File: config.mk
export PLATFORM = sky130hd
export DESIGN_NAME = deque_with_remove_by_value_unit_flat
export DESIGN_NICKNAME = d
export VERILOG_FILES = /design/src/hw/rtl/dqrm_pkg.sv /design/src/hw/rtl/dqrm_if.sv /design/src/hw/rtl/dqrm_ram.sv /design/src/hw/rtl/dqrm_seq.sv /design/src/hw/rtl/deque_with_remove_by_value_unit.sv /design/src/flat_wrapper.sv
export VERILOG_INCLUDE_DIRS = /design/src /design/src/hw/rtl
export SDC_FILE = /design/constraint.sdc
export NUM_CORES = 1
export LEC_CHECK = 0
export ABC_AREA = 1
export BUFFER_PORTS_ARGS = -buffer_cell sky130_fd_sc_hd__buf_4
export CORE_MARGIN = 4
export CORE_UTILIZATION = 62
export CTS_CLUSTER_DIAMETER = 120
export DETAILED_ROUTE_END_ITERATION = 8
export PLACE_DENSITY = 0.79
export SETUP_SLACK_MARGIN = 0.4
export SKIP_CTS_REPAIR_TIMING = 1
export SLEW_MARGIN = 20
export SYNTH_ARGS = -nofsm -noshare
export SYNTH_HDL_FRONTEND = slang
export SYNTH_SLANG_ARGS = --single-unit
File: constraint.sdc
create_clock -name clk -period 7.6 [get_ports clk]
set_clock_uncertainty 0.15 [all_clocks]
set_input_delay 0.76 -clock clk [delete_from_list [all_inputs] [get_ports clk]]
set_output_delay 0.76 -clock clk [all_outputs]
set_load 0.1 [all_outputs]
File: src/hw/rtl/deque_with_remove_by_value_unit_macros.svh
// Assertion macros for the deque unit
`ifndef DEQUE_WITH_REMOVE_BY_VALUE_UNIT_MACROS_SVH
`define DEQUE_WITH_REMOVE_BY_VALUE_UNIT_MACROS_SVH
// implication checked on every rising clock edge outside reset
`define DQ_ASSERT_IMP(lbl, clk, rst_n, ante, cons) \
	lbl: assert property (@(posedge clk) disable iff (!rst_n) (ante) |-> (cons)) \
		else $error("assertion failed");
// next-cycle implication
`define DQ_ASSERT_NXT(lbl, clk, rst_n, ante, cons) \
	lbl: assert property (@(posedge clk) disable iff (!rst_n) (ante) |=> (cons)) \
		else $error("assertion failed");
`endif

File: src/hw/rtl/dqrm_pkg.sv
`default_nettype none
package dqrm_pkg;
	localparam int Depth = 16;
	localparam int ValueBits = 32;
	localparam int IdxBits = $clog2(Depth);
	localparam int CntBits = $clog2(Depth + 1);

	localparam logic [2:0] CMD_PUSH = 3'd0;
	localparam logic [2:0] CMD_POP = 3'd1;
	localparam logic [2:0] CMD_TAKE = 3'd2;
	localparam logic [2:0] CMD_PEEKH = 3'd3;
	localparam logic [2:0] CMD_PEEKT = 3'd4;
	localparam logic [2:0] CMD_REMOVE = 3'd5;
	localparam logic [2:0] CMD_CLEAR = 3'd6;

	localparam logic [2:0] ST_OK = 3'd0;
	localparam logic [2:0] ST_EMPTY = 3'd1;
	localparam logic [2:0] ST_FULL = 3'd2;
	localparam logic [2:0] ST_MISS = 3'd3;
	localparam logic [2:0] ST_ZERO = 3'd4;

	typedef logic [ValueBits-1:0] value_t;
	typedef logic [IdxBits-1:0] idx_t;
	typedef logic [CntBits-1:0] cnt_t;

	// memory port control from sequencer
	typedef struct packed {
		logic rd_en;
		idx_t rd_addr;
		logic wr_en;
		idx_t wr_addr;
		value_t wr_data;
	} mem_ctl_t;
endpackage
`default_nettype wire

File: src/hw/rtl/dqrm_if.sv
`default_nettype none
interface dqrm_cmd_if;
	logic valid;
	logic ready;
	logic [2:0] command;
	dqrm_pkg::value_t value;
	modport source(output valid, command, value, input ready);
	modport sink(input valid, command, value, output ready);
endinterface

interface dqrm_res_if;
	logic valid;
	logic ready;
	dqrm_pkg::value_t value_out;
	logic [2:0] status;
	dqrm_pkg::cnt_t length;
	modport source(output valid, value_out, status, length, input ready);
	modport sink(input valid, value_out, status, length, output ready);
endinterface
`default_nettype wire

File: src/hw/rtl/dqrm_ram.sv
`default_nettype none
module dqrm_ram #(
	parameter int Words = 16,
	parameter int Bits = 32
) (
	input wire logic clk,
	input wire logic rd_en,
	input wire logic [$clog2(Words)-1:0] rd_addr,
	output logic [Bits-1:0] rd_data,
	input wire logic wr_en,
	input wire logic [$clog2(Words)-1:0] wr_addr,
	input wire logic [Bits-1:0] wr_data
);
	logic [Bits-1:0] mem [Words];

	// one write port, one registered read port
	always_ff @(posedge clk) begin
		if (wr_en) mem[wr_addr] <= wr_data;
		if (rd_en) rd_data <= mem[rd_addr];
	end
endmodule
`default_nettype wire

File: src/hw/rtl/dqrm_seq.sv
`default_nettype none
`include "deque_with_remove_by_value_unit_macros.svh"
module dqrm_seq (
	input wire logic clk,
	input wire logic arst_n,
	dqrm_cmd_if.sink cmd,
	dqrm_res_if.source res,
	output dqrm_pkg::mem_ctl_t mc,
	input wire dqrm_pkg::value_t rd_data
);
	localparam logic [2:0] S_IDLE = 3'd0;
	localparam logic [2:0] S_READ = 3'd1;
	localparam logic [2:0] S_SCAN = 3'd2;
	localparam logic [2:0] S_SHIFT = 3'd3;
	localparam logic [2:0] S_DONE = 3'd4;

	logic [2:0] state_q;
	logic [2:0] cmd_q;
	dqrm_pkg::value_t val_q;
	dqrm_pkg::idx_t head_q;   // circular head pointer
	dqrm_pkg::cnt_t count_q;
	dqrm_pkg::cnt_t pos_q;    // logical position under work
	logic rvalid_q;
	dqrm_pkg::value_t rval_q;
	logic [2:0] rst_q;
	dqrm_pkg::cnt_t rlen_q;

	logic out_free;
	assign out_free = !rvalid_q || res.ready;
	assign cmd.ready = (state_q == S_IDLE) && out_free;
	assign res.valid = rvalid_q;
	assign res.value_out = rval_q;
	assign res.status = rst_q;
	assign res.length = rlen_q;

	// physical address of logical position
	function automatic dqrm_pkg::idx_t phys(dqrm_pkg::idx_t h, dqrm_pkg::cnt_t p);
		logic [dqrm_pkg::CntBits:0] s;
		s = {1'b0, dqrm_pkg::CntBits'(h)} + {1'b0, p};
		if (s >= (dqrm_pkg::CntBits+1)'(dqrm_pkg::Depth))
			s = s - (dqrm_pkg::CntBits+1)'(dqrm_pkg::Depth);
		return s[dqrm_pkg::IdxBits-1:0];
	endfunction

	logic acc;
	assign acc = cmd.valid && cmd.ready;
	logic [dqrm_pkg::CntBits:0] pos_next;
	assign pos_next = {1'b0, pos_q} + 1'b1;

	// memory port drive
	always_comb begin
		mc = '0;
		case (state_q)
			S_IDLE: begin
				mc.rd_en = acc;
				if (cmd.command == dqrm_pkg::CMD_POP || cmd.command == dqrm_pkg::CMD_PEEKT)
					mc.rd_addr = phys(head_q, count_q - 1'b1);
				else
					mc.rd_addr = head_q;
				mc.wr_en = acc && cmd.command == dqrm_pkg::CMD_PUSH &&
					cmd.value != '0 && count_q != dqrm_pkg::CntBits'(dqrm_pkg::Depth);
				mc.wr_addr = phys(head_q, count_q);
				mc.wr_data = cmd.value;
			end
			S_SCAN: begin
				mc.rd_en = 1'b1;
				mc.rd_addr = phys(head_q, pos_next[dqrm_pkg::CntBits-1:0]);
			end
			S_SHIFT: begin
				// rd_data holds entry pos+1; write it into pos, fetch pos+2
				mc.rd_en = 1'b1;
				mc.rd_addr = phys(head_q, pos_q + 2'd2);
				mc.wr_en = pos_next < {1'b0, count_q};
				mc.wr_addr = phys(head_q, pos_q);
				mc.wr_data = rd_data;
			end
			default: ;
		endcase
	end

	always_ff @(posedge clk or negedge arst_n) begin
		if (!arst_n) begin
			state_q <= S_IDLE;
			head_q <= '0;
			count_q <= '0;
			rvalid_q <= 1'b0;
			pos_q <= '0;
		end else begin
			// result beat: load from done, drop once taken
			if (state_q == S_DONE && out_free) rvalid_q <= 1'b1;
			else if (res.ready) rvalid_q <= 1'b0;
			case (state_q)
				S_IDLE: if (acc) begin
					cmd_q <= cmd.command;
					val_q <= cmd.value;
					pos_q <= '0;
					rval_q <= '0;
					rst_q <= dqrm_pkg::ST_OK;
					state_q <= S_DONE;
					case (cmd.command)
						dqrm_pkg::CMD_PUSH:
							if (cmd.value == '0) rst_q <= dqrm_pkg::ST_ZERO;
							else if (count_q == dqrm_pkg::CntBits'(dqrm_pkg::Depth))
								rst_q <= dqrm_pkg::ST_FULL;
							else count_q <= count_q + 1'b1;
						dqrm_pkg::CMD_POP, dqrm_pkg::CMD_TAKE,
						dqrm_pkg::CMD_PEEKH, dqrm_pkg::CMD_PEEKT:
							if (count_q == '0) rst_q <= dqrm_pkg::ST_EMPTY;
							else state_q <= S_READ;
						dqrm_pkg::CMD_REMOVE:
							if (count_q == '0) rst_q <= dqrm_pkg::ST_MISS;
							else state_q <= S_SCAN;
						dqrm_pkg::CMD_CLEAR: count_q <= '0;
						default: ;
					endcase
				end
				S_READ: begin
					rval_q <= rd_data;
					if (cmd_q == dqrm_pkg::CMD_POP) count_q <= count_q - 1'b1;
					if (cmd_q == dqrm_pkg::CMD_TAKE) begin
						count_q <= count_q - 1'b1;
						head_q <= phys(head_q, dqrm_pkg::CntBits'(1));
					end
					state_q <= S_DONE;
				end
				S_SCAN: begin
					// rd_data is entry pos_q
					if (rd_data == val_q) begin
						rval_q <= rd_data;
						state_q <= S_SHIFT;
					end else if (pos_next >= {1'b0, count_q}) begin
						rst_q <= dqrm_pkg::ST_MISS;
						state_q <= S_DONE;
					end else pos_q <= pos_next[dqrm_pkg::CntBits-1:0];
				end
				S_SHIFT: begin
					if (pos_next >= {1'b0, count_q}) begin
						count_q <= count_q - 1'b1;
						state_q <= S_DONE;
					end else pos_q <= pos_next[dqrm_pkg::CntBits-1:0];
				end
				S_DONE: if (out_free) begin
					rlen_q <= count_q;
					state_q <= S_IDLE;
				end
				default: state_q <= S_IDLE;
			endcase
		end
	end

	`DQ_ASSERT_IMP(a_cnt_range, clk, arst_n, 1'b1, count_q <= dqrm_pkg::CntBits'(dqrm_pkg::Depth))
	`DQ_ASSERT_NXT(a_acc_busy, clk, arst_n, acc, state_q != S_IDLE)
	`DQ_ASSERT_IMP(a_wr_shift, clk, arst_n, mc.wr_en && state_q != S_IDLE, state_q == S_SHIFT)
	`DQ_ASSERT_NXT(a_done_beat, clk, arst_n, state_q == S_DONE && out_free, rvalid_q)
endmodule
`default_nettype wire

File: src/hw/rtl/deque_with_remove_by_value_unit.sv
// channel | dir | payload
// cmd     | in  | command[3], value[32]
// res     | out | value_out[32], status[3], length[5]
// One command at a time through a single-port-read RAM sequencer.
// Push, clear and rejected commands go from idle straight to done; pop/take/peek
// pass through a read state; remove scans from the head to a match, then shifts
// each later entry down one place; a remove miss scans every entry held.
// Reset clears count and head; entries need no clearing. A stalled result
// holds the sequencer before the result register.
`default_nettype none
module deque_with_remove_by_value_unit (
	input wire logic clk,
	input wire logic arst_n,
	dqrm_cmd_if.sink cmd,
	dqrm_res_if.source res
);
	dqrm_pkg::mem_ctl_t mc;
	dqrm_pkg::value_t rd_data;

	dqrm_seq u_seq (.clk, .arst_n, .cmd, .res, .mc, .rd_data);

	dqrm_ram #(.Words(dqrm_pkg::Depth), .Bits(dqrm_pkg::ValueBits)) u_ram (
		.clk, .rd_en(mc.rd_en), .rd_addr(mc.rd_addr), .rd_data,
		.wr_en(mc.wr_en), .wr_addr(mc.wr_addr), .wr_data(mc.wr_data)
	);
endmodule
`default_nettype wire
File: src/flat_wrapper.sv
// flat-port wrapper written by rule: the top's interface ports become plain ports
module deque_with_remove_by_value_unit_flat 
  (clk, arst_n, cmd_valid, cmd_command, cmd_value, cmd_ready, res_valid, res_value_out, res_status, res_length, res_ready);
  dqrm_cmd_if cmd_i ();
  dqrm_res_if res_i ();
  input wire logic clk;
  input wire logic arst_n;
  input wire logic [$bits(cmd_i.valid)-1:0] cmd_valid;
  input wire logic [$bits(cmd_i.command)-1:0] cmd_command;
  input wire logic [$bits(cmd_i.value)-1:0] cmd_value;
  output wire logic [$bits(cmd_i.ready)-1:0] cmd_ready;
  output wire logic [$bits(res_i.valid)-1:0] res_valid;
  output wire logic [$bits(res_i.value_out)-1:0] res_value_out;
  output wire logic [$bits(res_i.status)-1:0] res_status;
  output wire logic [$bits(res_i.length)-1:0] res_length;
  input wire logic [$bits(res_i.ready)-1:0] res_ready;
  assign cmd_i.valid = cmd_valid;
  assign cmd_i.command = cmd_command;
  assign cmd_i.value = cmd_value;
  assign cmd_ready = cmd_i.ready;
  assign res_valid = res_i.valid;
  assign res_value_out = res_i.value_out;
  assign res_status = res_i.status;
  assign res_length = res_i.length;
  assign res_i.ready = res_ready;
  deque_with_remove_by_value_unit u_core (.clk(clk), .arst_n(arst_n), .cmd(cmd_i), .res(res_i));
endmodule
After elaboration in Yosys (flattened, before gate mapping). Memories as Yosys holds them, arrays and structs flattened. A register that Yosys moved wholly into a read port is not among the register bits. Cells that the tools add are included.

Magnitude comparators: 8. Reductions and logical operators: 28. Mux-type cells: 45. Equal/unequal tests: 25. $add $sub $neg: 16.

Operator list (number): $pmux 32 s3 (1); $pmux 37 s2 (1); $mux 32 (2); $mux 5 (9); $pmux 5 s3 (3); $eq 32x32->1 (1); $logic_not 32->1 (1); $reduce_bool 32->1 (1); $add 4x5->6 (5); $ge 6x5->1 const B (5); $mux 3 (10); $mux 4 (7); $sub 4x1->4 const B (6); $eq 3x2->1 const B (5); $pmux 3 s5 (1); $eq 3x3->1 const B (4); $ne 2x2->1 const B (6); $pmux 3 s2 (2); $pmux 5 s2 (1); $eq 3x1->1 const B (3); $ne 3x3->1 const B (3); $pmux 3 s3 (1); $reduce_and 3->1 (3); $reduce_bool 3->1 (3); 24 further kinds (38).

Memories: 1. Bits in registers: 93. Logic and storage cells: 133. Bits in writable memories: 512. Bits of input ports: 39. Output and inout bits: 42.

Memories: u_core.u_ram.mem (words 16, width 32, rd ports 1, clocked after memory_dff 1, write ports 1, RTL line dqrm_ram.sv:14) `logic [Bits-1:0] mem [Words];`.

Depth between registers and ports, before layout.
Depth after elaboration: 10. Depth in mapped cells: 18. Gate-level depth less buffers: 16.

By module. Synthesis repeated with hierarchy kept, for this count alone.

Cell total of the unflattened synthesis: 2734. Area, all modules: 28446.0 µm².

By module, submodules not included: dqrm_ram (area an instance 23064.6 µm², times used 1, sequential area each 16335.7 µm², cells each 2120); dqrm_seq (area an instance 5381.4 µm², times used 1, sequential area each 2702.6 µm², cells each 614).

Worst setup path before layout. OpenSTA, ideal clock, no wires.

Kind: register to register. Start: register u_core.u_seq.rvalid_q, in the netlist u_core.u_seq.res.valid. End: register u_core.u_seq.rval_q[0], in the netlist u_core.u_seq.res.value_out[0], enable pin. Stages on the path, launching flop included: 10. Library setup time: 432 ps. Arrival: 3549 ps. Setup slack: 3469 ps. Data required time: 7018 ps. Cell sequence: dfrtp_1 > inv_1 > nor2_1 > nor2_4 > nand2_2 > nand2_1 > nand2_1 > nor2_1 > a31oi_1 > a21oi_1.

Word-level cells in the longest chain between the ends: 6.

Ends and longest elaborated chain: from (decl) (RTL line dqrm_seq.sv:23) `logic rvalid_q;`; from (signal assigned) (RTL line dqrm_seq.sv:86) `rvalid_q <= 1'b0;`; from (signal assigned) (RTL line dqrm_seq.sv:90) `if (state_q == S_DONE && out_free) rvalid_q <= 1'b1;`; from (signal assigned) (RTL line dqrm_seq.sv:91) `else if (res.ready) rvalid_q <= 1'b0;`; $logic_not 1->1 (RTL line dqrm_seq.sv:29) `assign out_free = !rvalid_q || res.ready;`; $logic_or 1x1->1 (RTL line dqrm_seq.sv:29); $logic_and 1x1->1 (RTL line dqrm_seq.sv:30) `assign cmd.ready = (state_q == S_IDLE) && out_free;`; net cmd_ready (RTL line flat_wrapper.sv:11) `output wire logic [$bits(cmd_i.ready)-1:0] cmd_ready;`; $logic_and 1x1->1 (RTL line dqrm_seq.sv:46) `assign acc = cmd.valid && cmd.ready;`; $ne 2x2->1 (no source line); $reduce_and 4->1 (no source line); to (signal assigned) (RTL line dqrm_seq.sv:118) `rval_q <= rd_data;`; to (signal assigned) (RTL line dqrm_seq.sv:129) `rval_q <= rd_data;`; to (decl) (RTL line dqrm_seq.sv:24) `dqrm_pkg::value_t rval_q;`.

The timed path passes the listed nets, and every way through them passes these cells. A chain may end at the register's enable or synchronous reset.

Worst setup path after layout.
Start: register u_core.u_seq.state_q[1]. End: register u_core.u_ram.rd_data[9] (read register of u_core.u_ram.mem), data pin.

Word-level cells in the longest chain between the ends: 4. Elaborated cells between the ends (all ways): 6. Classes of those cells: eq/ne (2); mux (1); reduce/logical (3).

Ends and longest elaborated chain: from (decl) (RTL line dqrm_seq.sv:17) `logic [2:0] state_q;`; from (signal assigned) (RTL line dqrm_seq.sv:83) `state_q <= S_IDLE;`; from (signal assigned) (RTL line dqrm_seq.sv:99) `state_q <= S_DONE;`; from (signal assigned) (RTL line dqrm_seq.sv:109) `else state_q <= S_READ;`; $logic_not 3->1 (RTL line dqrm_seq.sv:30, dqrm_seq.sv:53); $logic_and 1x1->1 (RTL line dqrm_seq.sv:30); $logic_and 1x1->1 (RTL line dqrm_seq.sv:46); $pmux 5 s3 * (RTL line dqrm_seq.sv:53) `case (state_q)`; to (decl) (RTL line dqrm_ram.sv:9) `output logic [Bits-1:0] rd_data,`.

Every way passes the cells marked *; elsewhere a longest branch is shown, timed or not.

==> results.toml <==
[status]
status = "complete, no violations"

[timing]
grt_setup_unrepaired = "false"
finalSetupViolCount = 0
tightest_slew_ns = 1.18
hold_viol = 0
final_max_slew_viol_count = 0
fin_crit_ns = 5.67
fmax_mhz = 176
period_share_pct = 74.6
fin_hold_ws_ns = 0.167
slew-limit-headroom_pct = 21.4
tns_ns = 0

[worst_setup_path]
reg2reg_to = "u_core.u_ram.rd_data[9]"
cp.required_ns = 7.94
crit_fanout = 89
worstRegToRegCells = 16
timing.rr.start = "u_core.u_seq.state_q[1]"
worstSetupPathType = "flip-flop to flip-flop"
r2r_slack_ns = 1.93
cp-end-kind = "flip-flop"
critical_path.startpoint_type = "flip-flop"
endpoint = "u_core.u_ram.rd_data[9]"
arrival_ns = 6.01
critPathLaunch = "u_core.u_seq.state_q[1]"

[synth]
syn_area_mm2 = 0.0285
synth_top_family_by_area = "simple AND/OR/NAND/NOR gates"
synth_fa_ha_area_share_pct = 1.09
synth.avg_cell_area_um2 = 10.5
synthXorXnorAreaFrac_pct = 1.29
synth-seq-cells = 637
yosysTopAreaCell = "edfxtp_1"
synth-simple-area-share_pct = 21.5
syn_inst = 2698
synth_edf_count = 619
yosys_warnings = 0
synthArstFlopShare_pct = 2.83
yosysTopAreaCellShare_pct = 65.3
synth_mux_area_share_pct = 0
synth_flop_cell = "edfxtp_1"
syn_nets = 2760
synth.distinct_cells = 33
ys_seq_area_share_pct = 66.9
yosys.cell_count.top_type = "nand2_1"
synth.area.top_cells = "edfxtp_1 65%, nand3_1 11%, nand2_1 8.8%"
synth_compound_area_share_pct = 1.46
synthTopCellsByCount = "666 x nand2_1, 619 x edfxtp_1, 606 x nand3_1, 381 x inv_1, 100 x buf_2"

[global_route]
overflow = 0
grt_pass1_vias = 19800
antenna_found_initial = 0
grt_max_degree = 145
grt_pass1_wl_mm = 109
grtUsageTotal_pct = 28.2

[floorplanning]
initial_core_util_pct = 62.7
row_count = 78
die_y_um = 222
num_io_pins = 81
dieWidth_um = 222
dieArea_mm2 = 0.0494
coreArea_mm2 = 0.0454

[clock_network]
cts_tree = "done"
worstSkewPairLatency_ns = 0.63
clkSinkCount = 637
numCtsBuffers = 61
clk_pin_slew_ns = 0.06
cts_root_buf = "clkbuf_16"
cts.htree.levels = 2
cts_max_path_buffers = 3

[routing]
wl_per_cell_um = 21.2
ant_nets = 0
remaining_drc_errors = 0
drt_iter0_drc = 2831
drtPass1Iterations = 5
routed_wl_mm = 71.6
viasPerCell = 6.00
num_vias = 20300

[placed_design]
dp_hpwl_mm = 37.9
gp_congestion = 0.884
portBuffers = 80

[layout]
finalNetCount = 2795
drive_gt1_share_pct = 9.56
antenna_cells = 0
syn2layout_area_growth_pct = 11.4

[power_and_ir_drop]
p_leak_uw = 0.0131
total_power_uw = 12400
powerDensity_mw_per_mm2 = 391
vdd_ir_drop_max_v = 0.000394

[run]
cap_violations = 0

[hold_path]
hold_path.class = "input port to flip-flop"
## sequential cells by signal (all words and copies together), names as in the netlist
name                        cells
u_core.u_ram.mem              512
u_core.u_ram.rd_data           32
u_core.u_seq.cmd_q              3
u_core.u_seq.count_q            5
u_core.u_seq.head_q             4
u_core.u_seq.pos_q              5
u_core.u_seq.res.length         5
u_core.u_seq.res.status         3
u_core.u_seq.res.valid          1
u_core.u_seq.res.value_out     32
u_core.u_seq.state_q            3
u_core.u_seq.val_q             32
## kinds of logic (layout without fill, tap and decap cells)
group                      Yosys count  in the layout
AOI/OAI and AO/OA                   71             71
and+or+nand+nor                   1396           1396
xor gates and xnor gates            42             42
buffers and inverters              529            613
DFF                                637            637
adders and majority gates           23             23
## final cells by class
cell class,instances,area [um2]
multi-input cells,1532,7530
well taps,600,751
clock inverters,39,420
fillers,3031,13700
inverters,385,1450
flip-flops and latches,637,19000
clock buffers,73,1630
repair buffers,116,887
## worst max-delay path, cell delays in order, from the launching register on
cell and delay, ns:
dfrtp_1 0.47, nand2_2 0.10, nor2_4 0.25, clkinv_2 0.82, nand2_1 0.26, nand2_1 0.08
inv_1 0.06, ha_1 0.18, fa_1 0.43, nand2_1 0.12, nand2_4 0.40, inv_4 1.02
buf_4 0.57, nand3_1 0.15, nand3_1 0.13, nand3_1 0.12, nand2_1 0.11
## report_power, final
group | total, uW | internal, uW | switching, uW
sequential | 4740 | 4570 | 169
clock | 3120 | 1830 | 1290
combinational | 4540 | 1130 | 3410
## cells in the final DEF (no fill, tap or decap), drive strengths merged, types with 5 or more instances in the layout
| cell | synthesis | layout |
|---|---|---|
| xnor2 | 29 | 29 |
| nor3 | 8 | 8 |
| edfxtp | 619 | 619 |
| o22ai | 33 | 33 |
| xor2 | 13 | 13 |
| dfrtp | 18 | 18 |
| buf | 130 | 115 |
| clkbuf | 14 | 73 |
| clkinv | 0 | 26 |
| ha | 20 | 20 |
| nand4 | 13 | 13 |
| o21ai | 21 | 21 |
| nand3 | 608 | 608 |
| inv | 385 | 384 |
| clkinvlp | 0 | 5 |
| nor2 | 91 | 91 |
| bufinv | 0 | 9 |
| a21oi | 10 | 10 |
| nand2 | 671 | 671 |
## per-layer routing
layer  track usage, %  up-vias  wire, um
li1                 -     9113         -
met1             37.3     9678     26100
met2             46.5     1283     34700
met3             4.32      223      7340
met4             13.1        0      3460
met5                0        -         0
## metrics by stage
step	cells	worst slack (ns)	area [um2]	utilization, %
detailed placement	3268	2.44	29500	65.0
CTS	3380	2.37	31600	69.5
finish	3382	1.93	31700	69.9
global placement	3267	2.63	29500	65.0
global route	3382	1.68	31700	69.9
floorplan	2698	3.47	28500	-
## worst min path at each step
stage,from,endpoint,slack (ns),depth (start not counted)
3_3_place_gp,u_core.u_seq.pos_q[4],u_core.u_seq.pos_q[4],0.38,2
3_5_place_dp,u_core.u_seq.pos_q[4],u_core.u_seq.pos_q[4],0.38,2
4_1_cts,arst_n,u_core.u_seq.head_q[1],-0.16,1
6_report,cmd_value[1],u_core.u_seq.val_q[1],0.17,1
2_1_floorplan,u_core.u_seq.count_q[2],u_core.u_seq.res.length[2],0.27,0
5_1_grt,cmd_value[0],u_core.u_seq.val_q[0],0.15,1
No activity file was read; power rests on OpenSTA's default activity.
